### config.mk
export PLATFORM = sky130hd
export DESIGN_NAME = sh2_integer_execute
export DESIGN_NICKNAME = d
export VERILOG_FILES = /design/src/rtl/sh2ie_pkg.sv /design/src/rtl/sh2_integer_execute.sv
export VERILOG_INCLUDE_DIRS = /design/src /design/src/rtl
export SDC_FILE = /design/constraint.sdc
export NUM_CORES = 1
export LEC_CHECK = 0
export BUFFER_PORTS_ARGS = -buffer_cell sky130_fd_sc_hd__buf_2
export CAP_MARGIN = 5
export CORE_MARGIN = 4
export CORE_UTILIZATION = 40
export DETAILED_ROUTE_END_ITERATION = 12
export GPL_ROUTABILITY_DRIVEN = 1
export SETUP_SLACK_MARGIN = 0.1
export SLEW_MARGIN = 20
export SYNTH_ARGS = -nofsm -noshare
export SYNTH_HDL_FRONTEND = slang
export SYNTH_SLANG_ARGS = --single-unit
### constraint.sdc
create_clock -name clock -period 13.9 [get_ports clock]
set_clock_uncertainty 0.1 [all_clocks]
set_input_delay 0.695 -clock clock [delete_from_list [all_inputs] [get_ports clock]]
set_output_delay 0.695 -clock clock [all_outputs]
set_load 0.03 [all_outputs]
### src/rtl/sh2_integer_execute_macros.svh
// Assertion macros for the SH-2 integer execute block.
// Each macro takes a label, a clock, a reset, an antecedent and a consequent.
`ifndef SH2_INTEGER_EXECUTE_MACROS_SVH
`define SH2_INTEGER_EXECUTE_MACROS_SVH

`ifndef SYNTHESIS

// Same-cycle implication.
`define SH2IE_ASSERT_NOW(label, clk, rst, ante, cons) \
   label: assert property (@(posedge clk) disable iff (rst) (ante) |-> (cons)) \
      else $error("sh2ie assertion failed");

// Next-cycle implication.
`define SH2IE_ASSERT_NEXT(label, clk, rst, ante, cons) \
   label: assert property (@(posedge clk) disable iff (rst) (ante) |=> (cons)) \
      else $error("sh2ie assertion failed");

`else

`define SH2IE_ASSERT_NOW(label, clk, rst, ante, cons)
`define SH2IE_ASSERT_NEXT(label, clk, rst, ante, cons)

`endif

`endif

### src/rtl/sh2ie_pkg.sv
`default_nettype none

package sh2ie_pkg;

   localparam int OP_W   = 4;
   localparam int IW_W   = 16;
   localparam int DATA_W = 32;
   localparam int IMM_W  = 8;

   // Operation codes carried on the request's op field.
   typedef enum logic [OP_W-1:0] {
      OP_ADD    = 4'd0,
      OP_ADDI   = 4'd1,
      OP_ADDC   = 4'd2,
      OP_ADDV   = 4'd3,
      OP_AND    = 4'd4,
      OP_ANDI   = 4'd5,
      OP_BF     = 4'd6,
      OP_BT     = 4'd7,
      OP_CLRMAC = 4'd8,
      OP_CLRT   = 4'd9
   } op_type;

   localparam logic [DATA_W-1:0] PC_STEP     = 32'd2;
   localparam logic [DATA_W-1:0] BRANCH_BASE = 32'd4;

endpackage

`default_nettype wire

### src/rtl/sh2_integer_execute.sv
`default_nettype none
// Channel   | Ports                                  | Direction
// ----------+----------------------------------------+----------
// request   | req_valid/req_ready, op, instr. word   | in
// response  | rsp_valid/rsp_ready, pc, T, reg, MAC   | out
//
// A request passes through a register file read, then execute into the output
// register. One request per clock is taken while responses are not stalled,
// with forwarding at the read port covering register hazards.
// Synchronous active-high reset clears PC, T, the pipeline valids and the
// per-register valid bits, so an unwritten register reads as zero.
// A stalled response holds execute, which in turn holds back new requests.

`include "sh2_integer_execute_macros.svh"

module sh2_integer_execute #(
   parameter int REG_COUNT = 16,
   localparam int REG_AW   = $clog2(REG_COUNT)
) (
   input  wire logic                            clock,
   input  wire logic                            reset,
   input  wire logic                            req_valid,
   output logic                                 req_ready,
   input  wire logic [sh2ie_pkg::OP_W-1:0]      req_op,
   input  wire logic [sh2ie_pkg::IW_W-1:0]      req_instruction_word,
   output logic                                 rsp_valid,
   input  wire logic                            rsp_ready,
   output logic [sh2ie_pkg::DATA_W-1:0]         rsp_next_pc,
   output logic                                 rsp_t_bit,
   output logic                                 rsp_reg_written,
   output logic [REG_AW-1:0]                    rsp_reg_index,
   output logic [sh2ie_pkg::DATA_W-1:0]         rsp_reg_value,
   output logic                                 rsp_mac_cleared
);

   localparam int DW = sh2ie_pkg::DATA_W;
   localparam int IW = sh2ie_pkg::IMM_W;

   // General register file. It is a synchronous memory with one write port and
   // two read ports; the valid bits stand in for a reset of its contents.
   logic [DW-1:0]        gpr_mem [REG_COUNT];
   logic [REG_COUNT-1:0] gpr_vld_ff;

   // Architectural state, updated each time execute retires an instruction.
   logic [DW-1:0] pc_ff, pc_in;
   logic          t_ff, t_in;

   // Execute stage (stage 1) holding register.
   logic              s1_vld_ff;
   sh2ie_pkg::op_type s1_op_ff;
   logic [REG_AW-1:0] s1_rn_ff;
   logic [IW-1:0]     s1_imm_ff;

   // Read data and forwarding captured at acceptance.
   logic [DW-1:0] rd_a_ff, rd_b_ff, fwd_data_ff;
   logic          a_vld_ff, b_vld_ff, a_fwd_ff, b_fwd_ff;

   // Output register.
   logic              rsp_vld_ff;
   logic [DW-1:0]     rsp_pc_ff;
   logic              rsp_t_ff;
   logic              rsp_wr_ff;
   logic [REG_AW-1:0] rsp_idx_ff;
   logic [DW-1:0]     rsp_val_ff;
   logic              rsp_mac_ff;

   logic              req_fire, s1_fire;
   logic [REG_AW-1:0] rd_addr_a, rd_addr_b;

   logic              wr_req, wr_en, mac_clr;
   logic [REG_AW-1:0] wr_idx;
   logic [DW-1:0]     wr_data;
   logic [DW-1:0]     op_a, op_b, add_opnd, imm_sext, imm_zext, br_off;
   logic              add_cin;
   logic [DW:0]       sum;

   // Handshake. Execute advances whenever the output register is empty or is
   // being emptied, and a new request enters whenever execute is free or moving.
   assign s1_fire   = s1_vld_ff && (!rsp_vld_ff || rsp_ready);
   assign req_ready = !s1_vld_ff || s1_fire;
   assign req_fire  = req_valid && req_ready;

   // AND #imm always operates on R0, so its first read port is steered there.
   assign rd_addr_a = (sh2ie_pkg::op_type'(req_op) == sh2ie_pkg::OP_ANDI) ?
                      '0 : req_instruction_word[8 +: REG_AW];
   assign rd_addr_b = req_instruction_word[4 +: REG_AW];

   // Register file read. A write retiring on the same edge bypasses the array.
   always_ff @(posedge clock) begin
      if (req_fire) begin
         rd_a_ff     <= gpr_mem[rd_addr_a];
         rd_b_ff     <= gpr_mem[rd_addr_b];
         a_vld_ff    <= gpr_vld_ff[rd_addr_a];
         b_vld_ff    <= gpr_vld_ff[rd_addr_b];
         a_fwd_ff    <= wr_en && (wr_idx == rd_addr_a);
         b_fwd_ff    <= wr_en && (wr_idx == rd_addr_b);
         fwd_data_ff <= wr_data;
      end
   end

   // Register file write.
   always_ff @(posedge clock) begin
      if (wr_en) begin
         gpr_mem[wr_idx] <= wr_data;
      end
   end

   always_ff @(posedge clock) begin
      if (reset) begin
         gpr_vld_ff <= '0;
      end else if (wr_en) begin
         gpr_vld_ff[wr_idx] <= 1'b1;
      end
   end

   // Stage 1 holding register.
   always_ff @(posedge clock) begin
      if (reset) begin
         s1_vld_ff <= 1'b0;
      end else if (req_ready) begin
         s1_vld_ff <= req_valid;
      end
   end

   always_ff @(posedge clock) begin
      if (req_fire) begin
         s1_op_ff  <= sh2ie_pkg::op_type'(req_op);
         s1_rn_ff  <= req_instruction_word[8 +: REG_AW];
         s1_imm_ff <= req_instruction_word[IW-1:0];
      end
   end

   // Operands: forwarded data wins, then the array, and an unwritten register
   // reads as zero.
   assign op_a = a_fwd_ff ? fwd_data_ff : (a_vld_ff ? rd_a_ff : '0);
   assign op_b = b_fwd_ff ? fwd_data_ff : (b_vld_ff ? rd_b_ff : '0);

   assign imm_sext = {{(DW-IW){s1_imm_ff[IW-1]}}, s1_imm_ff};
   assign imm_zext = {{(DW-IW){1'b0}}, s1_imm_ff};
   assign br_off   = {imm_sext[DW-2:0], 1'b0};

   // One shared 33-bit adder serves ADD, ADD #imm, ADDC and ADDV.
   assign add_opnd = (s1_op_ff == sh2ie_pkg::OP_ADDI) ? imm_sext : op_b;
   assign add_cin  = (s1_op_ff == sh2ie_pkg::OP_ADDC) && t_ff;
   assign sum      = {1'b0, op_a} + {1'b0, add_opnd} + {{DW{1'b0}}, add_cin};

   // Execute. PC and T are read straight from their registers, which only move
   // when execute retires an instruction, so no forwarding is needed for them.
   always_comb begin
      wr_req  = 1'b0;
      wr_idx  = s1_rn_ff;
      wr_data = sum[DW-1:0];
      mac_clr = 1'b0;
      t_in    = t_ff;
      pc_in   = pc_ff + sh2ie_pkg::PC_STEP;
      unique case (s1_op_ff) inside
         sh2ie_pkg::OP_ADD, sh2ie_pkg::OP_ADDI: begin
            wr_req = 1'b1;
         end
         sh2ie_pkg::OP_ADDC: begin
            wr_req = 1'b1;
            t_in   = sum[DW];
         end
         sh2ie_pkg::OP_ADDV: begin
            // Signed overflow: equal operand signs and a different result sign.
            wr_req = 1'b1;
            t_in   = ~(op_a[DW-1] ^ op_b[DW-1]) & (op_a[DW-1] ^ sum[DW-1]);
         end
         sh2ie_pkg::OP_AND: begin
            wr_req  = 1'b1;
            wr_data = op_a & op_b;
         end
         sh2ie_pkg::OP_ANDI: begin
            wr_req  = 1'b1;
            wr_idx  = '0;
            wr_data = op_a & imm_zext;
         end
         sh2ie_pkg::OP_BF: begin
            if (!t_ff) begin
               pc_in = pc_ff + sh2ie_pkg::BRANCH_BASE + br_off;
            end
         end
         sh2ie_pkg::OP_BT: begin
            if (t_ff) begin
               pc_in = pc_ff + sh2ie_pkg::BRANCH_BASE + br_off;
            end
         end
         sh2ie_pkg::OP_CLRMAC: begin
            // MACH and MACL are never read out by this block, so only the
            // clear is reported.
            mac_clr = 1'b1;
         end
         sh2ie_pkg::OP_CLRT: begin
            t_in = 1'b0;
         end
         default: begin
            // Unassigned codes retire as a no-op that only advances PC.
         end
      endcase
   end

   assign wr_en = s1_fire && wr_req;

   always_ff @(posedge clock) begin
      if (reset) begin
         pc_ff <= '0;
         t_ff  <= 1'b0;
      end else if (s1_fire) begin
         pc_ff <= pc_in;
         t_ff  <= t_in;
      end
   end

   // Output register.
   always_ff @(posedge clock) begin
      if (reset) begin
         rsp_vld_ff <= 1'b0;
      end else if (s1_fire) begin
         rsp_vld_ff <= 1'b1;
      end else if (rsp_ready) begin
         rsp_vld_ff <= 1'b0;
      end
   end

   always_ff @(posedge clock) begin
      if (s1_fire) begin
         rsp_pc_ff  <= pc_in;
         rsp_t_ff   <= t_in;
         rsp_wr_ff  <= wr_req;
         rsp_idx_ff <= wr_req ? wr_idx : '0;
         rsp_val_ff <= wr_req ? wr_data : '0;
         rsp_mac_ff <= mac_clr;
      end
   end

   assign rsp_valid       = rsp_vld_ff;
   assign rsp_next_pc     = rsp_pc_ff;
   assign rsp_t_bit       = rsp_t_ff;
   assign rsp_reg_written = rsp_wr_ff;
   assign rsp_reg_index   = rsp_idx_ff;
   assign rsp_reg_value   = rsp_val_ff;
   assign rsp_mac_cleared = rsp_mac_ff;

   // A stalled execute stage keeps its request.
   `SH2IE_ASSERT_NEXT(a_s1_hold, clock, reset, s1_vld_ff && !s1_fire,
                      s1_vld_ff && $stable(s1_op_ff) && $stable(s1_rn_ff))

   // A retired register write marks that entry as written.
   `SH2IE_ASSERT_NEXT(a_wr_marks_valid, clock, reset, wr_en, gpr_vld_ff[$past(wr_idx)])

   // A response without a register write carries a zero index and value.
   `SH2IE_ASSERT_NOW(a_no_write_zero, clock, reset, rsp_vld_ff && !rsp_wr_ff,
                     rsp_idx_ff == '0 && rsp_val_ff == '0)

endmodule

`default_nettype wire

After elaboration in Yosys (flattened, before gate mapping):

Memory sizes are Yosys's and may differ from the RTL's. A register that Yosys moved wholly into a read port is not among the register bits.
Index checks and enable logic that the tools add are counted.

* output and inout bits: 73
* bits in writable memories: 512
* input bits: 24
* memories: 1
* logic and storage cells: 86
* flip-flop bits (word level): 174

* bitwise gates (word level): 7
* $add $sub $neg: 5
* equality and inequality tests: 12
* order comparisons: 4
* muxes and demuxes: 24
* reductions and logical operators: 14

Memory list
* gpr_mem: words 16, bits a word 32, read ports 2, clocked after memory_dff 2, wr ports 1, RTL line sh2_integer_execute.sv:41 `logic [DW-1:0] gpr_mem [REG_COUNT];`

Operator list (count)
* 32-bit two-way mux: 7
* 32-bit one-hot mux with 2 select lines: 2
* 32-bit by 32-bit adder with 33-bit output: 1
* 33-bit by 1-bit adder with 33-bit output: 1
* 32-bit by 2-bit adder with 32-bit output, second input constant: 1
* 32-bit by 3-bit adder with 32-bit output, second input constant: 1
* 32-bit adder: 1
* 32-bit AND: 1
* 32-bit by 8-bit AND with 32-bit output: 1
* 4-bit by 3-bit equality test with 1-bit output, second input constant: 5
* 16-bit OR: 1
* 4-bit by 5-bit < comparator with 1-bit output, second input constant: 3
* 1-bit two-way mux: 9
* 1-bit binary-select mux with 4-bit select: 2
* 4-bit by 2-bit equality test with 1-bit output, second input constant: 2
* 4-bit equality test: 2
* 4-bit equality test, second input constant: 2
* 4-bit two-way mux: 2
* 1-bit logical AND: 7
* 6-bit OR reduction: 1
* 1-bit demux with 4-bit select: 1
* 4-bit by 1-bit equality test with 1-bit output, second input constant: 1
* 4-bit by 1-bit >= comparator with 1-bit output, second input constant: 1
* 4-bit zero test: 1
* other kinds (7): 10

Depth between registers and ports, before layout:

* depth in word-level cells: 8
* mapped depth: 17
* gate-level depth less buffers: 16

Worst setup path before layout:

OpenSTA, ideal clock, no wires.

* path type: reg-to-reg
* from: register s1_op_ff[0]
* to: register rsp_val_ff[26], in the netlist rsp_reg_value[26], data pin
* setup time: 137 ps
* data arrival time: 4514 ps
* period minus slack after synthesis: 4751 ps
* required time: 13663 ps
* stages on the path, launching flop included: 18
* buffers on the path: 3
* path slack: 9149 ps
* path through: edfxtp_1 clkbuf_1 nor2b_1 nand2_1 clkbuf_1 clkbuf_1 a21oi_1 fa_1 fa_1 a21o_1 a21oi_1 o21a_1 or2_1 o21ai_1 o21ai_1 a21boi_0 o32ai_1 and2_1

* longest elaborated chain between the ends: 5
* elaborated cells on any way between the ends: 13
* those cells by class: add/sub (2); eq/ne (5); mux (3); reduce/logical (3)

RTL lines
* start, declared: RTL line sh2_integer_execute.sv:50 `sh2ie_pkg::op_type s1_op_ff;`
* start signal, assigned: RTL line sh2_integer_execute.sv:127 `s1_op_ff <= sh2ie_pkg::op_type'(req_op);`
* 4-bit by 1-bit equality test with 1-bit output: RTL line sh2_integer_execute.sv:143 `assign add_opnd = (s1_op_ff == sh2ie_pkg::OP_ADDI) ? imm_sext : op_b;`
* 32-bit two-way mux: RTL line sh2_integer_execute.sv:143
* 32-bit by 32-bit adder with 33-bit output: RTL line sh2_integer_execute.sv:145 `assign sum = {1'b0, op_a} + {1'b0, add_opnd} + {{DW{1'b0}}, add_cin};`
* 33-bit by 1-bit adder with 33-bit output: RTL line sh2_integer_execute.sv:145
* 32-bit one-hot mux with 2 select lines *: RTL line sh2_integer_execute.sv:156 `unique case (s1_op_ff) inside`
* net wr_data[26]: RTL line sh2_integer_execute.sv:72 `logic [DW-1:0] wr_data;`
* end signal, assigned: RTL line sh2_integer_execute.sv:231 `rsp_val_ff <= wr_req ? wr_data : '0;`
* end, declared: RTL line sh2_integer_execute.sv:64 `logic [DW-1:0] rsp_val_ff;`

The timed path passes the listed nets; every way through them passes the cells marked *.
A chain may end at the register's enable or synchronous reset.

Final worst setup path:

* from: register s1_op_ff[2]
* to: register rsp_t_ff, in the netlist rsp_t_bit, data pin

* longest elaborated chain between the ends: 7
* elaborated cells on any way between the ends: 11
* those cells by class: add/sub (2); eq/ne (4); mux (2); bitwise (2); reduce/logical (1)

RTL lines
* 4-bit by 1-bit equality test with 1-bit output: RTL line sh2_integer_execute.sv:143
* 32-bit two-way mux: RTL line sh2_integer_execute.sv:143
* 32-bit by 32-bit adder with 33-bit output: RTL line sh2_integer_execute.sv:145
* 33-bit by 1-bit adder with 33-bit output: RTL line sh2_integer_execute.sv:145
* 1-bit XOR: RTL line sh2_integer_execute.sv:167 `t_in = ~(op_a[DW-1] ^ op_b[DW-1]) & (op_a[DW-1] ^ sum[DW-1]);`
* 1-bit AND: RTL line sh2_integer_execute.sv:167
* 1-bit one-hot mux with 3 select lines *: RTL line sh2_integer_execute.sv:156
* net t_in: RTL line sh2_integer_execute.sv:46 `logic t_ff, t_in;`
* end signal, assigned: RTL line sh2_integer_execute.sv:228 `rsp_t_ff <= t_in;`
* end, declared: RTL line sh2_integer_execute.sv:61 `logic rsp_t_ff;`

Marks and branches as above.

==> flow_metrics.env <==
export IMPL_gp_congestion=0.874
export IMPL_crit_buf_inv=2
export IMPL_slowest_delay_ps=580
export IMPL_drcViolationCount=0
export IMPL_fillers=8420
export IMPL_grt_pass1_wl_um=166000
export IMPL_synthArstFlopShare=0
export IMPL_rsz0062_at_grt="false"
export IMPL_grt_overflow=0
export IMPL_clock_sinks=750
export IMPL_num_vias=26300
export IMPL_setup_tns_ps=0
export IMPL_dp_hpwl_um=66100
export IMPL_drtIter0Drc=2653
export IMPL_fin_crit_sh=0.383
export IMPL_core_area_um2=95000
export IMPL_worst_setup_path_start_kind="flip-flop"
export IMPL_slew_headroom=0.251
export IMPL_finalMaxSlewViolations=0
export IMPL_layout_nets=3001
export IMPL_synth_most_common_cell="edfxtp_1"
export IMPL_grt_pass1_vias=26400
export IMPL_cts_tree="done"
export IMPL_hold_start="req_instruction_word[3]"
export IMPL_n_antenna_cell=0
export IMPL_ys_dominant_reg_cell="edfxtp_1"
export IMPL_cp_slowest_cell="a2111oi_0"
export IMPL_post_cts_setup_buffer_count=0
export IMPL_root_buffer="clkbuf_16"
export IMPL_area_growth_pct=12.6
export IMPL_io_buffer_count=92
export IMPL_ctsHoldBuffers=0
export IMPL_synth_area_top_cells="edfxtp_1 (55%), mux4_2 (9.7%), mux2_2 (4.0%)"
export IMPL_track_usage=0.215
export IMPL_crit_type="flip-flop to flip-flop"
export IMPL_worst_slew_pin_slew_ps=1120
export IMPL_synth_seq_cells=750
export IMPL_syn_num_nets=2973
export IMPL_die_x_um=318
export IMPL_hold_viol_final=0
export IMPL_clk_pin_slew_ps=60
export IMPL_fp_dieH_um=318
export IMPL_synth_warning_count=0
export IMPL_synth_top_area_share=0.548
export IMPL_numCtsBuffers=84
export IMPL_syn_area_per_cell_um2=13.4
export IMPL_crit_chain="nor2_1, nand2_1, buf_4, nor2_2, buf_4, a21oi_1, ha_1, a2111oi_0, o21ai_1, a21oi_1, nand2_1, a311oi_1, o31a_1, xor3_1, or4b_1, a21oi_1"
export IMPL_place_worst_setup_slack_ps=8360
export IMPL_grt_max_degree=89
export IMPL_worstPathMaxFanout=23
export IMPL_status="finished, final reports clean"
export IMPL_antenna_found_initial=2
export IMPL_vias_per_cell=6.23
export IMPL_max_cap_violations=0
export IMPL_netlist_top_cells_count="edfxtp_1 (699), a21oi_1 (215), nand2_1 (183)"
export IMPL_fin_ws_ps=8570
export IMPL_layout_drive_gt1_share=0.214
export IMPL_dr_pass1_iters=6
export IMPL_finalNonFillerCells=4213
export IMPL_cp_data_arrival_time_ps=5700
export IMPL_insertion_delay_ps=640
export IMPL_crit_family="compound AO/OA/AOI/OAI gates"
export IMPL_routed_wl_um=112000
export IMPL_wl_per_cell_um=26.6
export IMPL_syn_inst=2854
export IMPL_cpMostUsedCell="a21oi_1"
export IMPL_p_leak_uw=0.0148
export IMPL_cp_required_ps=14270
export IMPL_ir_drop_uv=88.0
export IMPL_post_cts_resized=0
export IMPL_synth_cell_types=78
export IMPL_ys_seq_area_frac=0.574
export IMPL_postRouteAntennaNets=0
export IMPL_fmax_ghz=0.188
export IMPL_fp_dieArea_um2=101000
export IMPL_r2r_start="s1_op_ff[2]$_DFFE_PP_"
export IMPL_r2r_end="rsp_t_bit$_DFFE_PP_"
export IMPL_holdPathStages=1
export IMPL_htreeDepth=3
export IMPL_synth_edf_count=699
export IMPL_synth_area_leader_cell="edfxtp_1"
export IMPL_reg2regPathDepth=16
export IMPL_core_rowCount=113
export IMPL_reg2reg_slack_ps=8570
export IMPL_clock_path_buffers=3
export IMPL_hold_path_endpoint="s1_imm_ff[3]$_DFFE_PP_"
export IMPL_min_path_type="primary input to flip-flop"
export IMPL_end_kind="flip-flop"
export IMPL_min_period_ps=5330
export IMPL_syn_cell_area_um2=38300
export IMPL_whs_ps=137
export IMPL_final_util=0.454
export IMPL_power_density_nw_per_um2=133
export IMPL_finalSetupViolCount=0
export IMPL_num_io_pins=97
export IMPL_start_util=0.403
export IMPL_dp_cells=4061
cell families after synthesis:
family / after synthesis / share of synthesized area
xor gates and xnor gates: 85 / 0.0198
AOI/OAI and AO/OA: 747 / 0.125
adders and majority gates: 95 / 0.0316
buffers and inverters: 242 / 0.0238
muxes: 368 / 0.154
and+or+nand+nor: 567 / 0.0708
DFF: 750 / 0.574
layout make-up:
class                      count  area (µm²)  area share
sequential                   750       22000       0.510
tap                         1265        1580      0.0367
inverter                      32         123     0.00284
clock inverter                47         490      0.0114
multi-input combinational   1862       15800       0.365
timing repair buffer         152         945      0.0219
clock buffer                 105        2250      0.0522
flip-flops by register name, indices dropped and copies added (netlist names), 4 cells and up:
| signal | count |
|---|---|
| pc_ff | 32 |
| rd_a_ff | 32 |
| gpr_mem | 512 |
| rsp_reg_index | 4 |
| fwd_data_ff | 32 |
| rd_b_ff | 32 |
| rsp_reg_value | 32 |
| s1_imm_ff | 8 |
| rsp_next_pc | 32 |
| gpr_vld_ff | 16 |
| s1_op_ff | 4 |
| s1_rn_ff | 4 |
stage by stage:
stage               power, µW  area (µm²)
floorplan                3280       38300
global placement         3520       40300
detailed placement       3550       40300
CTS                      5780       43000
global route             5960       43200
finish                   5750       43200
worst register-to-register path, cell delays in order (launching register included):
cell,delay [ps]
edfxtp_1,550
nor2_1,350
nand2_1,140
buf_4,250
nor2_2,140
buf_4,330
a21oi_1,100
ha_1,440
a2111oi_0,580
o21ai_1,160
a21oi_1,220
nand2_1,80
a311oi_1,510
o31a_1,250
xor3_1,250
or4b_1,520
a21oi_1,210
cells in the final DEF, fill, tap and decap left out, types with 9 or more instances in the layout:
| cell | synthesis | final |
|---|---|---|
| ha_1 | 92 | 92 |
| o31ai_1 | 38 | 36 |
| o21bai_1 | 9 | 9 |
| mux2_2 | 136 | 136 |
| a221oi_1 | 37 | 37 |
| a22oi_1 | 35 | 35 |
| nand4_1 | 21 | 21 |
| mux4_2 | 165 | 165 |
| inv_1 | 31 | 31 |
| a22o_1 | 30 | 30 |
| a31oi_1 | 78 | 78 |
| buf_2 | 3 | 87 |
| a211oi_1 | 11 | 11 |
| xor2_1 | 41 | 41 |
| clkinv_1 | 1 | 16 |
| buf_4 | 0 | 61 |
| nand3_1 | 71 | 71 |
| nor2_1 | 129 | 109 |
| nor4_1 | 9 | 9 |
| and2_1 | 43 | 41 |
| o21ai_1 | 26 | 27 |
| nor3_1 | 12 | 12 |
| clkbuf_1 | 182 | 17 |
| dfxtp_1 | 51 | 51 |
| clkbuf_16 | 0 | 87 |
| o22ai_2 | 0 | 10 |
| a21oi_1 | 215 | 215 |
| bufinv_16 | 0 | 10 |
| nor2b_1 | 42 | 40 |
| nand2b_1 | 9 | 9 |
| clkinv_2 | 0 | 12 |
| xnor2_1 | 43 | 43 |
| and3_1 | 20 | 20 |
| nand2_1 | 183 | 179 |
| o21ai_0 | 116 | 112 |
| a21o_1 | 42 | 42 |
| mux2i_1 | 67 | 67 |
| o221ai_1 | 33 | 33 |
| edfxtp_1 | 699 | 699 |
| nor2_4 | 0 | 17 |
power by group:
part / total (µW) / internal [µW] / switching, µW
registers: 2720 / 2690 / 32.8
logic: 798 / 260 / 538
clock network: 2240 / 1330 / 906
total: 5750 / 4280 / 1480
per-layer routing:
metal | wire length, µm | GRT usage | vias to the layer above
met1 | 45900 | 0.288 | 13300
met2 | 52600 | 0.350 | 1268
met5 | 0 | 0 | -
li1 | - | - | 11400
met3 | 9100 | 0.0382 | 248
met4 | 4420 | 0.0817 | 0
worst max-delay path by stage:
stage,slack [ps],cells past startpoint,endpoint,startpoint
6_report,8570,16,rsp_t_bit$_DFFE_PP_,s1_op_ff[2]$_DFFE_PP_
4_1_cts,8320,16,rsp_reg_value[31]$_SDFFCE_PP0P_,s1_op_ff[2]$_DFFE_PP_
3_5_place_dp,8360,16,rsp_reg_value[31]$_SDFFCE_PP0P_,s1_op_ff[2]$_DFFE_PP_
2_1_floorplan,9150,17,rsp_reg_value[26]$_SDFFCE_PP0P_,s1_op_ff[0]$_DFFE_PP_
5_1_grt,8280,16,rsp_t_bit$_DFFE_PP_,s1_op_ff[2]$_DFFE_PP_
3_3_place_gp,8500,16,rsp_reg_value[31]$_SDFFCE_PP0P_,s1_op_ff[2]$_DFFE_PP_
Note: power is estimated with default switching activity, not from simulation.
